<file path="config.mk">
export PLATFORM = sky130hd
export DESIGN_NAME = met_ctrl
export DESIGN_NICKNAME = d
export VERILOG_FILES = /design/src/met_pkg.sv /design/src/met_ctrl.sv
export SDC_FILE = /design/constraint.sdc
export NUM_CORES = 1
export LEC_CHECK = 0
export ABC_AREA = 1
export BUFFER_PORTS_ARGS = -buffer_cell sky130_fd_sc_hd__buf_2
export CAP_MARGIN = 20
export CORE_UTILIZATION = 49
export DETAILED_ROUTE_END_ITERATION = 10
export GPL_ROUTABILITY_DRIVEN = 0
export PLACE_DENSITY = 0.76
export SETUP_SLACK_MARGIN = 0.5
export SYNTH_ARGS = -nofsm -noshare
export SYNTH_HDL_FRONTEND = slang
export SYNTH_SLANG_ARGS = --single-unit
</file>
<file path="constraint.sdc">
create_clock -name clock -period 1.65 [get_ports clock]
set_clock_uncertainty 0.1 [all_clocks]
set_input_delay 0.33 -clock clock [delete_from_list [all_inputs] [get_ports clock]]
set_output_delay 0.33 -clock clock [all_outputs]
set_load 0.01 [all_outputs]
</file>
<file path="src/met_pkg.sv">
`timescale 1ns / 1ps
// Shared types and constants for the escape-time evaluator.
// No dependencies; imported by met_ctrl, met_datapath and mandelbrot_escape_time.

package met_pkg;

   localparam int MAX_ITER_DEFAULT    = 512;
   localparam int COORD_WIDTH_DEFAULT = 12;

   localparam int Q_W         = 32;  // Q4.28 word
   localparam int FRAC_W      = 28;
   localparam int DIM_W       = 13;  // image width / height registers
   localparam int COUNT_OUT_W = 10;  // iteration_count field

   // register indexes on the csr channel; the two spares are ignored
   typedef enum logic [2:0] {
      CSR_X_MIN,
      CSR_X_MAX,
      CSR_Y_MIN,
      CSR_Y_MAX,
      CSR_WIDTH,
      CSR_HEIGHT,
      CSR_SPARE6,
      CSR_SPARE7
   } csr_index_type;

   typedef enum logic [2:0] {
      ST_IDLE,
      ST_MAP_MUL,
      ST_MAP_ABS,
      ST_MAP_DIV,
      ST_MAP_ADD,
      ST_ITER_MUL,
      ST_ITER_UPD,
      ST_FLUSH
   } state_type;

   typedef struct packed {
      logic load;      // capture pixel, clear z and count
      logic map_mul;   // p * (hi - lo)
      logic map_abs;   // split product into sign and magnitude
      logic div_step;  // one quotient bit
      logic map_add;   // lo +/- quotient, saturate
      logic axis;      // 0: real axis, 1: imaginary axis
      logic iter_mul;  // x*x, y*y, x*y
      logic iter_upd;  // escape test and z update
      logic out_load;  // load result register
   } cmd_type;

   typedef struct packed {
      logic escape;      // |z|^2 >= 4
      logic fixed;       // new z equals old z
      logic count_last;  // this iteration reaches the maximum
   } status_type;

endpackage

</file>
<file path="src/met_ctrl.sv">
`timescale 1ns / 1ps
// Controller: sequences mapping, division and iteration, owns the handshakes.
// Depends on met_pkg.

module met_ctrl #(
   parameter int COORD_WIDTH = met_pkg::COORD_WIDTH_DEFAULT
) (
   input  logic                clock,
   input  logic                reset,
   input  logic                req_tvalid,
   output logic                req_tready,
   output logic                rsp_tvalid,
   input  logic                rsp_tready,
   input  met_pkg::status_type status,
   output met_pkg::cmd_type    cmd
);
   import met_pkg::*;

   localparam int DIV_STEPS = COORD_WIDTH + Q_W;
   localparam int DCNT_W    = $clog2(DIV_STEPS);

   state_type         state_ff, state_in;
   logic              axis_ff, axis_in;
   logic [DCNT_W-1:0] div_cnt_ff, div_cnt_in;
   logic              out_valid_ff, out_valid_in;
   logic              div_last;

   assign div_last = (div_cnt_ff == DCNT_W'(DIV_STEPS - 1));

   // next state
   always_comb begin
      state_in   = state_ff;
      axis_in    = axis_ff;
      div_cnt_in = div_cnt_ff;
      case (state_ff)
         ST_IDLE: begin
            if (req_tvalid) begin
               state_in = ST_MAP_MUL;
               axis_in  = 1'b0;
            end
         end
         ST_MAP_MUL: state_in = ST_MAP_ABS;
         ST_MAP_ABS: begin
            state_in   = ST_MAP_DIV;
            div_cnt_in = '0;
         end
         ST_MAP_DIV: begin
            div_cnt_in = div_cnt_ff + DCNT_W'(1);
            if (div_last) begin
               state_in = ST_MAP_ADD;
            end
         end
         ST_MAP_ADD: begin
            if (axis_ff) begin
               state_in = ST_ITER_MUL;
            end else begin
               state_in = ST_MAP_MUL;
               axis_in  = 1'b1;
            end
         end
         ST_ITER_MUL: state_in = ST_ITER_UPD;
         ST_ITER_UPD: begin
            if (status.escape || status.fixed || status.count_last) begin
               state_in = ST_FLUSH;
            end else begin
               state_in = ST_ITER_MUL;
            end
         end
         ST_FLUSH: begin
            if (!out_valid_ff || rsp_tready) begin
               state_in = ST_IDLE;
            end
         end
         default: state_in = ST_IDLE;
      endcase
   end

   // commands
   always_comb begin
      cmd      = '0;
      cmd.axis = axis_ff;
      case (state_ff)
         ST_IDLE:     cmd.load     = req_tvalid;
         ST_MAP_MUL:  cmd.map_mul  = 1'b1;
         ST_MAP_ABS:  cmd.map_abs  = 1'b1;
         ST_MAP_DIV:  cmd.div_step = 1'b1;
         ST_MAP_ADD:  cmd.map_add  = 1'b1;
         ST_ITER_MUL: cmd.iter_mul = 1'b1;
         ST_ITER_UPD: cmd.iter_upd = 1'b1;
         ST_FLUSH:    cmd.out_load = !out_valid_ff || rsp_tready;
         default:     cmd.load     = 1'b0;
      endcase
   end

   assign out_valid_in = cmd.out_load | (out_valid_ff & ~rsp_tready);

   always_ff @(posedge clock) begin
      if (reset) begin
         state_ff     <= ST_IDLE;
         axis_ff      <= 1'b0;
         div_cnt_ff   <= '0;
         out_valid_ff <= 1'b0;
      end else begin
         state_ff     <= state_in;
         axis_ff      <= axis_in;
         div_cnt_ff   <= div_cnt_in;
         out_valid_ff <= out_valid_in;
      end
   end

   // no transfer is taken while reset holds the controller
   assign req_tready = (state_ff == ST_IDLE) && !reset;
   assign rsp_tvalid = out_valid_ff;

   a_accept_start: assert property (@(posedge clock) disable iff (reset)
      (req_tvalid && req_tready) |=> (state_ff == ST_MAP_MUL) && !axis_ff)
      else $error("transfer accepted without starting real-axis mapping");

   a_no_overwrite: assert property (@(posedge clock) disable iff (reset)
      cmd.out_load |-> (!out_valid_ff || rsp_tready))
      else $error("result register overwritten before transfer");

   a_axes_order: assert property (@(posedge clock) disable iff (reset)
      (state_ff == ST_MAP_ADD && axis_ff) |=> state_ff == ST_ITER_MUL)
      else $error("iteration did not follow imaginary-axis mapping");

   a_div_range: assert property (@(posedge clock) disable iff (reset)
      (state_ff == ST_MAP_DIV) |-> div_cnt_ff <= DCNT_W'(DIV_STEPS - 1))
      else $error("division step count out of range");

endmodule
</file>
==> impl_metrics.env <==
export IMPL_layout_commonest_cell="buf_4"
export IMPL_cts_htree_levels=1
export IMPL_fmax_mhz=634.0
export IMPL_post_route_cells_drive_above_1_share=0.6136
export IMPL_synth_area_um2=661.9
export IMPL_layout_setup_ws_ps=72.67
export IMPL_cts_root_buf="clkbuf_4"
export IMPL_grt_antenna_before_repair=0
export IMPL_crit_type="flip-flop to output pin"
export IMPL_min_path_cells=2
export IMPL_place_hpwl_um=1138
export IMPL_cts_hold_buf=0
export IMPL_avgViaCountPerCell=6.226
export IMPL_grt_max_degree=8
export IMPL_yosys_cell_types_count=23
export IMPL_r2r_cells=7
export IMPL_initialDrtViolationCount=42
export IMPL_yosysTopAreaCell="dfxtp_1"
export IMPL_max_clock_path_buffers=2
export IMPL_clk_pin_slew_ps=90
export IMPL_cts_tree="built"
export IMPL_status="finished, final reports clean"
export IMPL_slew_headroom=0.8265
export IMPL_final_hold_violation_count=0
export IMPL_fin_crit_sh=0.9560
export IMPL_netlist_instances=94
export IMPL_rsz0062_at_grt="yes"
export IMPL_syn_nets=102
export IMPL_port_buffers=17
export IMPL_dr_total_vias=909
export IMPL_slew_violations=0
export IMPL_worst_pin_slew_ps=260.0
export IMPL_peakVddDrop_mv=0.6931
export IMPL_critPathMaxFanout=7
export IMPL_yosysSeqAreaShare=0.3327
export IMPL_die_h_um=38.76
export IMPL_ff_latch_area_um2=241.5
export IMPL_ys_flop_type="dfxtp_1"
export IMPL_power_mw=0.9119
export IMPL_multi_input_area_um2=465.4
export IMPL_grtUsageTotal=0.3840
export IMPL_holdWs_ps=201.4
export IMPL_ios=18
export IMPL_rows=12
export IMPL_cts_buffers_inserted=3
export IMPL_reg2reg_slack_ps=170
export IMPL_hold_path_end="state_ff[2]$_SDFFE_PP0P_"
export IMPL_synth_edf_count=0
export IMPL_hp_class="input pin to flip-flop"
export IMPL_async_flop_share=0
export IMPL_grt_pass1_wl_um=3781
export IMPL_diodes=0
export IMPL_startpoint_type="flip-flop"
export IMPL_areaGrowthSynthToFinish_pct=67.86
export IMPL_critical_path_arrival_ps=1150
export IMPL_timing_rr_start="state_ff[1]$_SDFFE_PP0P_"
export IMPL_maxCapViolations=0
export IMPL_ant_nets=0
export IMPL_yosysWarnings=0
export IMPL_end_kind="output pin"
export IMPL_p_leak_nw=0.5013
export IMPL_min_period_ps=1577
export IMPL_coreArea_mm2=0.001186
export IMPL_start_util=0.5580
export IMPL_avgSynthCellArea_um2=7.041
export IMPL_insertion_delay_ps=290
export IMPL_ys_ff_latch=11
export IMPL_final_cell_mix="14 x buf_4, 12 x buf_6, 11 x nand2_1, 11 x buf_2, 10 x inv_1"
export IMPL_final_core_util=0.9367
export IMPL_timing_hold_worst_start="reset"
export IMPL_n_fill_cell=39
export IMPL_synth_top_area_frac=0.3327
export IMPL_final_setup_viol_count=0
export IMPL_numClockSinks=11
export IMPL_grt_overflow=0
export IMPL_dp_slack_ps=259.3
export IMPL_die_area_mm2=0.001502
export IMPL_firstDrtPassIters=4
export IMPL_wl_per_cell_um=19.70
export IMPL_yosys_top_cells_area="dfxtp_1 33%, nand2_1 9.1%, inv_1 7.4%, nor2_1 6.8%, a21oi_1 5.3%"
export IMPL_crit_required_ps=1220
export IMPL_first_global_vias=802
export IMPL_finalNetCount=141
export IMPL_powerDensity_mw_per_mm2=820.8
export IMPL_tns_ps=0
export IMPL_die_w_um=38.76
export IMPL_worstReg2RegEnd="state_ff[1]$_SDFFE_PP0P_"
export IMPL_drc=0
export IMPL_routed_wl_um=2876
[worst max-delay path: stages, from the launching register on]
cell	delay, ps
dfxtp_4	440
inv_4	90
nor3_4	180
buf_2	150
[power by group]
group,switching (mW),internal [mW]
clock network,0.126,0.0902
registers,0.0393,0.280
logic,0.192,0.184
total,0.357,0.555
[what timing repair did]
action                     CTS  global route
pin swaps                    7             6
gates cloned                 0             0
setup endpoints to repair   20            21
setup buffers               15             4
resized for setup           28            11
[cells in the mapped netlist, types with 2 or more instances]
cell	count
nand3_1	7
a21oi_1	7
o21a_1	2
dfxtp_1	11
o21ai_0	3
nor2_2	3
nand4_1	2
nand2_1	16
inv_1	13
nand3_2	2
nor2_1	12
nor3_1	3
buf_4	3
[layer usage]
metal	vias to the layer above	part of all wire	wire length [um]	track usage
li1	376	-	-	-
met1	424	0.37	1066	0.3972
met2	82	0.48	1383	0.6042
met3	27	0.086	247	0.1387
met4	0	0.062	178	0.3276
met5	-	0	0	0
[worst max-delay path by stage]
stage,from,end,cells after the start
after floorplan,div_cnt_ff[1]$_SDFFE_PP0P_,state_ff[0]$_SDFFE_PP0P_,8
after global placement,state_ff[0]$_SDFFE_PP0P_,cmd[8],4
after detailed placement,state_ff[2]$_SDFFE_PP0P_,state_ff[0]$_SDFFE_PP0P_,8
after CTS,state_ff[1]$_SDFFE_PP0P_,req_tready,4
after global routing,state_ff[2]$_SDFFE_PP0P_,cmd[0],3
final,state_ff[2]$_SDFFE_PP0P_,cmd[0],3
[state kept, by name, indices dropped and copies added, names as in the netlist]
signal and count:
div_cnt_ff 6, state_ff 3, rsp_tvalid 1, axis_ff 1
[logic make-up (layout without fill, tap and decap cells)]
family / count (synthesis) / in the layout / synth area share
flip-flops: 11 / 11 / 0.3327
adder cells (fa/ha/maj): 1 / 1 / 0.01890
AO/OA/AOI/OAI: 14 / 14 / 0.1304
AND/OR/NAND/NOR: 50 / 50 / 0.3951
buffers and inverters: 18 / 56 / 0.1229
[layout make-up]
type,instances,area share
Tap cell,14,0.01577
Clock inverter,1,0.004504
Clock buffer,3,0.02027
Inverter,15,0.05743
Timing Repair Buffer,37,0.2658
Sequential cell,11,0.2173
Multi-Input combinational cell,65,0.4189
[metrics by stage]
stage	instance area (um2)	std cells
after floorplan	719.4	94
after global placement	803.3	123
after detailed placement	803.3	123
after CTS	1046	142
after global routing	1111	146
final	1111	146
No activity file was read; power rests on OpenSTA's default activity.
